### config.mk
export PLATFORM = sky130hd
export DESIGN_NAME = kmer_merge_set_operation_core
export DESIGN_NICKNAME = d
export VERILOG_FILES = /design/src/rtl/kmsop_pkg.sv /design/src/rtl/kmsop_min.sv /design/src/rtl/kmsop_count.sv /design/src/rtl/kmer_merge_set_operation_core.sv
export SDC_FILE = /design/constraint.sdc
export NUM_CORES = 2
export LEC_CHECK = 0
export BUFFER_PORTS_ARGS = -buffer_cell sky130_fd_sc_hd__buf_4
export CORE_MARGIN = 4
export CORE_UTILIZATION = 65
export CTS_BUF_LIST = sky130_fd_sc_hd__clkbuf_4
export CTS_CLUSTER_SIZE = 24
export DETAILED_ROUTE_END_ITERATION = 12
export PLACE_DENSITY = 0.85
export SKIP_CTS_REPAIR_TIMING = 1
export SYNTH_ARGS = -nofsm -noshare
export SYNTH_HDL_FRONTEND = slang
export SYNTH_SLANG_ARGS = --single-unit
### constraint.sdc
create_clock -name clk -period 65 [get_ports clk]
set_input_delay 9.75 -clock clk [delete_from_list [all_inputs] [get_ports clk]]
set_output_delay 9.75 -clock clk [all_outputs]
set_load 0.02 [all_outputs]
### src/rtl/kmsop_pkg.sv
// shared constants and codes for the k-mer merge set operation core
package kmsop_pkg;

  // lanes carried on the input word
  localparam int LANES = 4;

  // fixed field widths on the ports
  localparam int KEY_W = 64;
  localparam int CNT_W = 32;
  localparam int OUT_CNT_W = 34;
  localparam int LANE_W = KEY_W + CNT_W + 1;
  localparam int IN_DATA_W = ((LANES * LANE_W + 7) / 8) * 8;
  localparam int OUT_DATA_W = ((KEY_W + OUT_CNT_W + 1 + LANES + 1 + 7) / 8) * 8;

  // default datapath widths
  localparam int KEY_BITS_DEF = 64;
  localparam int COUNT_BITS_DEF = 32;

  // configuration port
  localparam int MODE_W = 4;
  localparam int IN_USE_W = 3;
  localparam int CFG_IDX_W = 2;
  localparam int CFG_DATA_W = 4;

  localparam logic [CFG_IDX_W-1:0] REG_MODE = 2'd0;
  localparam logic [CFG_IDX_W-1:0] REG_IN_USE = 2'd1;

  localparam logic [MODE_W-1:0] MODE_RESET = 4'd0;
  localparam logic [IN_USE_W-1:0] IN_USE_RESET = 3'd4;

  // set operation codes
  localparam logic [MODE_W-1:0] MODE_UNION = 4'd0;
  localparam logic [MODE_W-1:0] MODE_UNION_MIN = 4'd1;
  localparam logic [MODE_W-1:0] MODE_UNION_MAX = 4'd2;
  localparam logic [MODE_W-1:0] MODE_UNION_SUM = 4'd3;
  localparam logic [MODE_W-1:0] MODE_ISECT = 4'd4;
  localparam logic [MODE_W-1:0] MODE_ISECT_MIN = 4'd5;
  localparam logic [MODE_W-1:0] MODE_ISECT_MAX = 4'd6;
  localparam logic [MODE_W-1:0] MODE_ISECT_SUM = 4'd7;
  localparam logic [MODE_W-1:0] MODE_NONE = 4'd8;

  localparam logic [OUT_CNT_W-1:0] OUT_CNT_MAX = '1;
  localparam logic [OUT_CNT_W-1:0] OUT_CNT_ONE = OUT_CNT_W'(1);

endpackage

### src/rtl/kmsop_min.sv
// smallest-key search: pairwise compare stage, then match mask and key select
module kmsop_min import kmsop_pkg::*; #(
  parameter int KEY_BITS = KEY_BITS_DEF,
  parameter int COUNT_BITS = COUNT_BITS_DEF
) (
  input  logic                  clk,
  input  logic                  rst,
  input  logic                  in_valid,
  output logic                  in_ready,
  input  logic [KEY_BITS-1:0]   in_key [LANES],
  input  logic [COUNT_BITS-1:0] in_cnt [LANES],
  input  logic [LANES-1:0]      in_vld,
  output logic                  out_valid,
  input  logic                  out_ready,
  output logic [KEY_BITS-1:0]   out_key,
  output logic [COUNT_BITS-1:0] out_cnt [LANES],
  output logic [LANES-1:0]      out_mask
);

  logic                  b_valid;
  logic                  b_ready;
  logic [KEY_BITS-1:0]   b_key [LANES];
  logic [COUNT_BITS-1:0] b_cnt [LANES];
  logic [LANES-1:0]      b_vld;
  logic [LANES*LANES-1:0] b_lt;
  logic [LANES*LANES-1:0] lt_next;

  logic                  c_valid;
  logic                  c_ready;
  logic [LANES-1:0]      mask_next;
  logic [KEY_BITS-1:0]   key_next;

  assign c_ready = !c_valid || out_ready;
  assign b_ready = !b_valid || c_ready;
  assign in_ready = b_ready;
  assign out_valid = c_valid;

  // lt bit i*LANES+j: lane j holds a strictly smaller key than lane i
  always_comb begin
    for (int i = 0; i < LANES; i++) begin
      for (int j = 0; j < LANES; j++) begin
        lt_next[i*LANES+j] = (i != j) && (in_key[j] < in_key[i]);
      end
    end
  end

  // a valid lane is a minimum when no other valid lane beats it;
  // all matching lanes share one key, so an or of the selected keys picks it
  always_comb begin
    mask_next = '0;
    key_next = '0;
    for (int i = 0; i < LANES; i++) begin
      mask_next[i] = b_vld[i];
      for (int j = 0; j < LANES; j++) begin
        if (b_vld[j] && b_lt[i*LANES+j]) begin
          mask_next[i] = 1'b0;
        end
      end
      if (mask_next[i]) begin
        key_next = key_next | b_key[i];
      end
    end
  end

  always_ff @(posedge clk) begin
    if (rst) begin
      b_valid <= 1'b0;
      c_valid <= 1'b0;
    end else begin
      if (b_ready) begin
        b_valid <= in_valid;
      end
      if (c_ready) begin
        c_valid <= b_valid;
      end
    end
  end

  always_ff @(posedge clk) begin
    if (in_valid && b_ready) begin
      b_key <= in_key;
      b_cnt <= in_cnt;
      b_vld <= in_vld;
      b_lt <= lt_next;
    end
    if (b_valid && c_ready) begin
      out_key <= key_next;
      out_cnt <= b_cnt;
      out_mask <= mask_next;
    end
  end

endmodule

### src/rtl/kmsop_count.sv
// count combine: pairwise min/max/sum stage, then final reduce and mode select
module kmsop_count import kmsop_pkg::*; #(
  parameter int KEY_BITS = KEY_BITS_DEF,
  parameter int COUNT_BITS = COUNT_BITS_DEF
) (
  input  logic                  clk,
  input  logic                  rst,
  input  logic                  in_valid,
  output logic                  in_ready,
  input  logic [KEY_BITS-1:0]   in_key,
  input  logic [COUNT_BITS-1:0] in_cnt [LANES],
  input  logic [LANES-1:0]      in_mask,
  input  logic [MODE_W-1:0]     mode,
  input  logic [LANES-1:0]      use_mask,
  output logic                  out_valid,
  input  logic                  out_ready,
  output logic [KEY_BITS-1:0]   out_key,
  output logic [OUT_CNT_W-1:0]  out_count,
  output logic                  out_emit,
  output logic [LANES-1:0]      out_mask,
  output logic                  out_done
);

  localparam int SUM_W = COUNT_BITS + 2;
  localparam int SUM_EXT_W = (SUM_W > OUT_CNT_W) ? SUM_W : OUT_CNT_W;
  localparam int CNT_EXT_W = (COUNT_BITS > OUT_CNT_W) ? COUNT_BITS : OUT_CNT_W;

  logic                  d_valid;
  logic                  d_ready;
  logic                  e_ready;
  logic [KEY_BITS-1:0]   d_key;
  logic [LANES-1:0]      d_mask;
  logic [COUNT_BITS:0]   d_sum_lo;
  logic [COUNT_BITS:0]   d_sum_hi;
  logic [COUNT_BITS-1:0] d_min_lo;
  logic [COUNT_BITS-1:0] d_min_hi;
  logic [COUNT_BITS-1:0] d_max_lo;
  logic [COUNT_BITS-1:0] d_max_hi;

  logic [COUNT_BITS-1:0] min_cand [LANES];
  logic [COUNT_BITS-1:0] max_cand [LANES];

  logic [SUM_W-1:0]      sum;
  logic [COUNT_BITS-1:0] cmin;
  logic [COUNT_BITS-1:0] cmax;
  logic [SUM_EXT_W-1:0]  sum_ext;
  logic [CNT_EXT_W-1:0]  min_ext;
  logic [CNT_EXT_W-1:0]  max_ext;
  logic [OUT_CNT_W-1:0]  csum_sat;
  logic [OUT_CNT_W-1:0]  cmin_sat;
  logic [OUT_CNT_W-1:0]  cmax_sat;
  logic                  found;
  logic                  all_match;
  logic [OUT_CNT_W-1:0]  count_next;

  assign e_ready = !out_valid || out_ready;
  assign d_ready = !d_valid || e_ready;
  assign in_ready = d_ready;

  // lanes off the minimum drop out: neutral value for min, zero for max and sum
  always_comb begin
    for (int i = 0; i < LANES; i++) begin
      min_cand[i] = in_mask[i] ? in_cnt[i] : '1;
      max_cand[i] = in_mask[i] ? in_cnt[i] : '0;
    end
  end

  always_comb begin
    sum = SUM_W'(d_sum_lo) + SUM_W'(d_sum_hi);
    cmin = (d_min_hi < d_min_lo) ? d_min_hi : d_min_lo;
    cmax = (d_max_hi > d_max_lo) ? d_max_hi : d_max_lo;
    sum_ext = SUM_EXT_W'(sum);
    min_ext = CNT_EXT_W'(cmin);
    max_ext = CNT_EXT_W'(cmax);
    csum_sat = (sum_ext > SUM_EXT_W'(OUT_CNT_MAX)) ? OUT_CNT_MAX : OUT_CNT_W'(sum_ext);
    cmin_sat = (min_ext > CNT_EXT_W'(OUT_CNT_MAX)) ? OUT_CNT_MAX : OUT_CNT_W'(min_ext);
    cmax_sat = (max_ext > CNT_EXT_W'(OUT_CNT_MAX)) ? OUT_CNT_MAX : OUT_CNT_W'(max_ext);
    found = |d_mask;
    all_match = (d_mask == use_mask);
    case (mode)
      MODE_UNION:     count_next = OUT_CNT_ONE;
      MODE_UNION_MIN: count_next = cmin_sat;
      MODE_UNION_MAX: count_next = cmax_sat;
      MODE_UNION_SUM: count_next = csum_sat;
      MODE_ISECT:     count_next = all_match ? OUT_CNT_ONE : '0;
      MODE_ISECT_MIN: count_next = all_match ? cmin_sat : '0;
      MODE_ISECT_MAX: count_next = all_match ? cmax_sat : '0;
      MODE_ISECT_SUM: count_next = all_match ? csum_sat : '0;
      MODE_NONE:      count_next = '0;
      default:        count_next = '0;
    endcase
    if (!found) begin
      count_next = '0;
    end
  end

  always_ff @(posedge clk) begin
    if (rst) begin
      d_valid <= 1'b0;
      out_valid <= 1'b0;
    end else begin
      if (d_ready) begin
        d_valid <= in_valid;
      end
      if (e_ready) begin
        out_valid <= d_valid;
      end
    end
  end

  always_ff @(posedge clk) begin
    if (in_valid && d_ready) begin
      d_key <= in_key;
      d_mask <= in_mask;
      d_sum_lo <= (COUNT_BITS+1)'(max_cand[0]) + (COUNT_BITS+1)'(max_cand[1]);
      d_sum_hi <= (COUNT_BITS+1)'(max_cand[2]) + (COUNT_BITS+1)'(max_cand[3]);
      d_min_lo <= (min_cand[1] < min_cand[0]) ? min_cand[1] : min_cand[0];
      d_min_hi <= (min_cand[3] < min_cand[2]) ? min_cand[3] : min_cand[2];
      d_max_lo <= (max_cand[1] > max_cand[0]) ? max_cand[1] : max_cand[0];
      d_max_hi <= (max_cand[3] > max_cand[2]) ? max_cand[3] : max_cand[2];
    end
    if (d_valid && e_ready) begin
      out_key <= d_key;
      out_count <= count_next;
      out_emit <= |count_next;
      out_mask <= d_mask;
      out_done <= ~|d_mask;
    end
  end

endmodule

### src/rtl/kmer_merge_set_operation_core.sv
// top level of the k-mer merge set operation core: ports, config and input register
//
//  channel  signals                             direction  word
//  s        s_tvalid s_tready s_tdata           in         four stream heads
//  m        m_tvalid m_tready m_tdata           out        merge decision
//  cfg      cfg_valid cfg_ready cfg_index/data  in         register write
//
// one word in and one word out per cycle while m_tready stays high; a result passes
// the input register, key compare, min mask, count pairs and output stages in turn
// every stage holds while the one after it is full and stalled, so m_tready low stalls
// the whole pipe without losing words; s_tready drops only when all stages are full
// reset clears the stage valids and loads mode 0 (union) and four lanes in use
// cfg_ready is always high; writes to unknown indexes are dropped
module kmer_merge_set_operation_core import kmsop_pkg::*; #(
  parameter int KEY_BITS = KEY_BITS_DEF,
  parameter int COUNT_BITS = COUNT_BITS_DEF
) (
  input  logic                  clk,
  input  logic                  rst,
  input  logic                  s_tvalid,
  output logic                  s_tready,
  // per lane a..d from bit 0: key (64), cnt (32), ok (1); zero pad at top
  input  logic [IN_DATA_W-1:0]  s_tdata,
  output logic                  m_tvalid,
  input  logic                  m_tready,
  // out_key (64), out_count (34), emit (1), advance_mask (4), done_res (1)
  output logic [OUT_DATA_W-1:0] m_tdata,
  input  logic                  cfg_valid,
  output logic                  cfg_ready,
  input  logic [CFG_IDX_W-1:0]  cfg_index,
  input  logic [CFG_DATA_W-1:0] cfg_data
);

  logic [MODE_W-1:0]     mode;
  logic [IN_USE_W-1:0]   inputs_in_use;
  logic [LANES-1:0]      use_mask;

  logic                  a_valid;
  logic                  a_ready;
  logic [KEY_BITS-1:0]   a_key [LANES];
  logic [COUNT_BITS-1:0] a_cnt [LANES];
  logic [LANES-1:0]      a_vld;

  logic                  mn_valid;
  logic                  mn_ready;
  logic [KEY_BITS-1:0]   mn_key;
  logic [COUNT_BITS-1:0] mn_cnt [LANES];
  logic [LANES-1:0]      mn_mask;

  logic                  cnt_ready;

  logic [KEY_BITS-1:0]   res_key;
  logic [OUT_CNT_W-1:0]  res_count;
  logic                  res_emit;
  logic [LANES-1:0]      res_mask;
  logic                  res_done;

  assign cfg_ready = 1'b1;

  always_ff @(posedge clk) begin
    if (rst) begin
      mode <= MODE_RESET;
      inputs_in_use <= IN_USE_RESET;
    end else if (cfg_valid && cfg_ready) begin
      case (cfg_index)
        REG_MODE:   mode <= cfg_data[MODE_W-1:0];
        REG_IN_USE: inputs_in_use <= cfg_data[IN_USE_W-1:0];
        default:    ;
      endcase
    end
  end

  // lanes at or above the lane count take no part
  always_comb begin
    for (int i = 0; i < LANES; i++) begin
      use_mask[i] = (IN_USE_W'(i) < inputs_in_use);
    end
  end

  assign s_tready = !a_valid || mn_ready;
  assign a_ready = s_tready;

  always_ff @(posedge clk) begin
    if (rst) begin
      a_valid <= 1'b0;
    end else if (a_ready) begin
      a_valid <= s_tvalid;
    end
  end

  always_ff @(posedge clk) begin
    if (s_tvalid && a_ready) begin
      for (int i = 0; i < LANES; i++) begin
        a_key[i] <= KEY_BITS'(s_tdata[i*LANE_W +: KEY_W]);
        a_cnt[i] <= COUNT_BITS'(s_tdata[i*LANE_W + KEY_W +: CNT_W]);
        a_vld[i] <= s_tdata[i*LANE_W + KEY_W + CNT_W] && use_mask[i];
      end
    end
  end

  kmsop_min #(
    .KEY_BITS   (KEY_BITS),
    .COUNT_BITS (COUNT_BITS)
  ) u_min (
    .clk       (clk),
    .rst       (rst),
    .in_valid  (a_valid),
    .in_ready  (mn_ready),
    .in_key    (a_key),
    .in_cnt    (a_cnt),
    .in_vld    (a_vld),
    .out_valid (mn_valid),
    .out_ready (cnt_ready),
    .out_key   (mn_key),
    .out_cnt   (mn_cnt),
    .out_mask  (mn_mask)
  );

  kmsop_count #(
    .KEY_BITS   (KEY_BITS),
    .COUNT_BITS (COUNT_BITS)
  ) u_count (
    .clk       (clk),
    .rst       (rst),
    .in_valid  (mn_valid),
    .in_ready  (cnt_ready),
    .in_key    (mn_key),
    .in_cnt    (mn_cnt),
    .in_mask   (mn_mask),
    .mode      (mode),
    .use_mask  (use_mask),
    .out_valid (m_tvalid),
    .out_ready (m_tready),
    .out_key   (res_key),
    .out_count (res_count),
    .out_emit  (res_emit),
    .out_mask  (res_mask),
    .out_done  (res_done)
  );

  assign m_tdata = OUT_DATA_W'({res_done, res_mask, res_emit, res_count, KEY_W'(res_key)});

endmodule
* Yosys cells after proc, flatten, opt, wreduce, memory -nomap -nowiden
Index checks and enable logic that the tools add are counted. Widths: inputs -> output; s select.
Storage, ports and cells: register bits 1362, input bits 403, output and inout port bits 107, logic and storage cells 158
Cells by class: add/sub/neg operators 3, order comparisons 23, equality and inequality tests 9, muxes and demuxes 37, bitwise logic cells 3, reduce and logical (&&, ||, !) cells 38
Operator list (number):
- $lt 64x64->1 | 12
- $mux 32 | 16
- $pmux 34 s8 | 1
- $mux 64 | 4
- $or 64x64->64 | 3
- $mux 34 | 3
- $gt 32x32->1 | 3
- $lt 32x32->1 | 3
- $add 32x32->33 | 2
- $add 33x33->34 | 1
- $gt 34x34->1 const B | 1
- $reduce_or 34->1 | 1
- $logic_and 1x1->1 | 21
- $eq 4x3->1 const B | 4
- $mux 1 | 13
- $eq 4x2->1 const B | 2
- $logic_not 1->1 | 6
- $lt 1x3->1 const A | 2
- $lt 2x3->1 const A | 2
- $logic_or 1x1->1 | 5
- $eq 4x1->1 const B | 1
- $eq 4x4->1 | 1
- $logic_not 4->1 | 1
- $reduce_and 2->1 | 2
- other kinds (3) | 3

* Depth between registers and ports, before layout
word-level depth 11, depth in mapped cells 19, mapped depth without buffers 17

* Cells and area by module
A second synthesis with hierarchy kept.
Second synthesis, totals: cell total of the unflattened synthesis 4768, area total of the unflattened synthesis 65217.5 um2
By module, submodules not included:
- kmsop_min | instances 1, cells an instance 1986, area an instance 28259.6 um2, seq. area each 17937.2 um2
- kmsop_count | instances 1, cells an instance 2349, area an instance 24873.9 um2, seq. area each 11030.6 um2
- kmer_merge_set_operation_core | instances 1, cells an instance 433, area an instance 12084.1 um2, seq. area each 11811.3 um2

* Worst setup path before layout
Ideal clock, no wire load.
path type input to register, start point input port m_tready, end point register u_min.b_cnt[0] (netlist bit) (enable), library setup time 1.403 ns, arrival time 29.892 ns, required time 63.597 ns, setup slack 33.705 ns, stages 4, buffers on the path 1, cell sequence nor2b_1 -> and2_1 -> clkbuf_1 -> a31oi_1
Between the ends: longest elaborated chain between the ends 5
RTL lines:
- from (decl) | RTL line kmer_merge_set_operation_core.sv:25 | input logic m_tready,
- $logic_or 1x1->1 | RTL line kmsop_count.sv:56 | assign e_ready = !out_valid || out_ready;
- $logic_or 1x1->1 | RTL line kmsop_count.sv:57 | assign d_ready = !d_valid || e_ready;
- $logic_or 1x1->1 | RTL line kmsop_min.sv:33 | assign c_ready = !c_valid || out_ready;
- $logic_or 1x1->1 | RTL line kmsop_min.sv:34 | assign b_ready = !b_valid || c_ready;
- $logic_and 1x1->1 | RTL line kmsop_min.sv:80 | if (in_valid && b_ready) begin
- to (signal assigned) | RTL line kmsop_min.sv:82 | b_cnt <= in_cnt;
- to (decl) | RTL line kmsop_min.sv:23 | logic [COUNT_BITS-1:0] b_cnt [LANES];
Every way passes these cells. A chain may end at the register's enable or synchronous reset.

* Final worst setup path
start point input port m_tready, end point output port s_tready
Between the ends: longest elaborated chain between the ends 5
RTL lines:
- $logic_or 1x1->1 | RTL line kmsop_count.sv:56
- $logic_or 1x1->1 | RTL line kmsop_count.sv:57
- $logic_or 1x1->1 | RTL line kmsop_min.sv:33
- $logic_or 1x1->1 | RTL line kmsop_min.sv:34
- $logic_or 1x1->1 | RTL line kmer_merge_set_operation_core.sv:80 | assign s_tready = !a_valid || mn_ready;
- to (decl) | RTL line kmer_merge_set_operation_core.sv:21 | output logic s_tready,
Every way passes these cells.

==> Flow_metrics.wiki <==
{| class="wikitable"
! Metric !! Value
|-
| Outcome || finished, final reports clean
|-
| Routed Antenna Nets || 0
|-
| Fraction of power consumed by combinational cells || 0.106
|-
| Area growth from synthesis to layout || 14.72%
|-
| Number of instances in the synthesized netlist || roughly 4800
|-
| Cell at the slowest stage of the critical path || sky130_fd_sc_hd__and2_1
|-
| Tot Pwr || slightly below 2 mW
|-
| Achievable frequency || 47.43 MHz
|-
| Syn Std Cell Area || roughly 0.065 mm²
|-
| Die Area || between 0.1 and 0.15 mm²
|-
| Max stage delay on crit path || between 0.4 and 0.5 ns
|-
| Data required time of the critical path || between 50 and 60 ns
|-
| Clock network fraction of design power || 0.359
|-
| Cell-internal power || 1.486 mW
|-
| Flip-flop cell with the highest count after synthesis || sky130_fd_sc_hd__edfxtp_1
|-
| Max FO, Critical Path || 7
|-
| Buffers from clock root to sink, at most || 4
|-
| Filler cells || between 6000 and 7000
|-
| Post-synth EDFFs || roughly 1400
|-
| Master cell of the clock root buffer || sky130_fd_sc_hd__clkbuf_4
|-
| Boundary pin count || between 500 and 600
|-
| Worst max-slew margin expressed relative to the limit || 0.08917
|-
| First DRT Iteration DRCs || about 4300
|-
| List of cells traversed by the critical path || buf_4 -> nor2b_1 -> and2_1 -> nand4_1 -> buf_4
|-
| Post-synthesis register bit count || around 1400
|-
| Detailed-routing iteration count for the pre-antenna-repair pass || 6
|-
| Post-route cell area || 0.07494 mm²
|-
| Net count, final || roughly 6700
|-
| Cell count after placement || roughly 6500
|-
| DP Area || ~0.071 mm²
|-
| Sequential-to-total area share from yosys stat || 0.6243
|-
| Routed WL per cell || 25.60 µm
|-
| H-tree depth || 5
|-
| Final Util || 0.7505
|-
| Share of total power consumed by net switching || 0.2513
|-
| Overall track demand over capacity in global routing || 0.3412
|-
| Data arrival time of the worst path || approximately 11 ns
|-
| Floorplan die width || approximately 330 µm
|-
| Sequential fraction of design power || 0.534
|-
| Maximum number of pins on one net before global-route repair || just under 200
|-
| Number of global-route vias before repair || 44310
|-
| Clock buffer count from CTS || 348
|-
| Maximum ir drop on the vdd rail || between 0.02 and 0.03 mV
|-
| Height of the chip || ~330 µm
|-
| Fraction of final layout cells with drive strength greater than 1 || 0.1998
|-
| Count of placed standard cells in the final layout, fillers left out || between 7000 and 8000
|-
| Worst Max-Slew Pin Slew || ~1.4 ns
|-
| Clk_lat worst skew || between 1 and 1.5 ns
|-
| CTS tree || yes
|-
| Leakage power || ~31 nW
|-
| Final weighted congestion in routability-driven placement || slightly below 1
|-
| Overall routed net length || 182.6 mm
|-
| Detail Placement HPWL || 134.1 mm
|-
| Share of synthesized flip-flops with an asynchronous set or reset || 0
|-
| Wire length of the first global-routing pass || 267.6 mm
|-
| Total negative setup slack || 0 ns
|-
| Grt ovf || 0
|-
| DRC Markers || 0
|-
| NetSw || 498.9 µW
|-
| Clock tree skew after final layout || approximately 0.12 ns
|-
| Setup Crit Path Kind || in -> out
|-
| Synthesized Nets || 5885
|-
| Count of final setup violators || 0
|-
| Final count of pins violating max slew || 0
|-
| Type of the most critical hold path || reg -> reg
|-
| Type of element capturing the critical path || output pin
|-
| Most frequent standard cell in the layout excluding fill and tap cells || sky130_fd_sc_hd__edfxtp_1
|-
| Floorplan core area || roughly 0.10 mm²
|-
| Worst setup SP type || primary input
|-
| Number of max-cap violations || 0
|-
| Antenna violations before repair || 25
|-
| Highest-count cells in the layout ignoring fill and taps || sky130_fd_sc_hd__edfxtp_1, sky130_fd_sc_hd__ha_1, sky130_fd_sc_hd__buf_4, sky130_fd_sc_hd__clkbuf_4, sky130_fd_sc_hd__inv_1
|-
| Total number of vias || ~44000
|-
| Avg Inst Size Synth || 13.58 µm²
|-
| Fin crit share || 0.3244
|-
| Post-layout minimum cycle time || roughly 21 ns
|-
| Hold Vio Cnt, Final || 0
|-
| Number of clock sinks || 1362
|-
| Most numerous cell on the critical path || sky130_fd_sc_hd__buf_4
|-
| RSZ-0062 raised after global routing || false
|-
| Distinct cells, synth || about 80
|-
| Number of I/O port buffers || around 500
|-
| Yosys warns || 0
|-
| Power density cells || 26.49 mW/mm²
|-
| Initial core utilization || 0.6542
|-
| Clock-pin slew on the worst setup and hold paths || about 0.070 ns
|-
| Via-to-Cell Ratio || 6.118
|-
| Std cell rows || roughly 120
|}
==> cell type report <==
class,instances,area [µm²],share of cell area
diodes,24,60.06,0.0008014
clock buffers,486,3649,0.04869
clock inverters,100,603.1,0.008048
inverters,397,1490,0.01989
multi-input cells,2931,22660,0.3024
flip-flops and latches,1362,40780,0.5442
well taps,1298,1624,0.02167
repair buffers,536,4074,0.05436
==> critical path: cells and delay by family <==
| family | cells | cell delay (ns) |
|---|---|---|
| and+or+nand+nor | 3 | 1.20 |
| buffers and inverters | 2 | 0.38 |
==> final timing paths <==
path         slack (ns)                 to            startpoint  cells after the start
max reg2reg       59.21   u_count.out_emit  u_count.d_max_hi[30]                     13
max               43.92           s_tready              m_tready                      5
min                0.37  u_min.out_cnt[24]       u_min.b_cnt[24]                      0
min reg2reg        0.37  u_min.out_cnt[24]       u_min.b_cnt[24]                      0
==> registers in the layout, summed over array words and instances (netlist names), 3 cells and up <==
register           count
u_count.out_mask       4
u_count.d_sum_hi      33
u_count.d_mask         4
u_min.b_cnt          128
mode                   4
u_count.d_key         64
u_count.d_max_lo      32
u_count.out_key       64
u_count.d_max_hi      32
u_min.out_mask         4
u_min.b_lt            12
u_min.out_key         64
u_count.d_sum_lo      33
a_vld                  4
a_key                256
u_min.b_key          256
u_count.out_count     34
u_count.d_min_hi      32
u_min.out_cnt        128
inputs_in_use          3
u_min.b_vld            4
a_cnt                128
u_count.d_min_lo      32
==> synthesized netlist by cell type (all sizes together), types with 36 or more instances <==
master	count	area, µm²
nand2	211	792.0
clkbuf	89	334.1
o21a	36	270.3
and2	70	437.9
mux2i	69	690.7
nor2	142	533.0
xnor2	48	420.4
nand4	132	832.1
edfxtp	1350	40540
o21ai	155	775.7
a22oi	135	1023
a21o	108	810.8
inv	397	1490
a21oi	320	1602
nor2b	157	982.2
nand2b	157	982.2
ha	670	8383
mux2	70	788.3
nor3	42	215.2
a31oi	79	494.2
==> logic make-up (layout without fill, tap and decap cells) <==
logic type	after synthesis	count (layout)	share of synthesized area
buffers and inverters	516	1519	0.03026
XOR/XNOR	78	78	0.01046
multiplexers	139	139	0.02264
AND/OR/NAND/NOR	1030	1030	0.08477
flip-flops	1362	1362	0.6243
AO/OA/AOI/OAI	1010	1010	0.09830
other	1	25	0.00005741
adder cells (fa/ha/maj)	673	673	0.1292
==> metrics by stage <==
stage	hold WS (ns)	setup slack, ns
after floorplan	0.4003	33.71
after global placement	0.4013	43.97
after detailed placement	0.4045	43.97
after CTS	0.3622	43.97
after global routing	0.3865	43.90
final	0.3703	43.92
==> layer usage <==
layer | wire length, µm | up-vias | part of all wire | GRT usage
met2 | 89290 | 2161 | 0.49 | 0.5722
met4 | 11410 | 14 | 0.062 | 0.1983
met1 | 68130 | 21090 | 0.37 | 0.4121
li1 | - | 19900 | - | -
met3 | 13700 | 477 | 0.075 | 0.07142
met5 | 99 | - | 0.00054 | 0
==> power groups by stage <==
stage	Combinational [mW]	Sequential (mW)	Clock [mW]
3_5_place_dp	0.207	1.08	0
3_3_place_gp	0.201	1.08	0
4_1_cts	0.209	1.06	0.724
6_report	0.211	1.06	0.713
2_1_floorplan	0.133	1.08	0
5_1_grt	0.233	1.06	0.775
(Power assumes the default switching activity.)
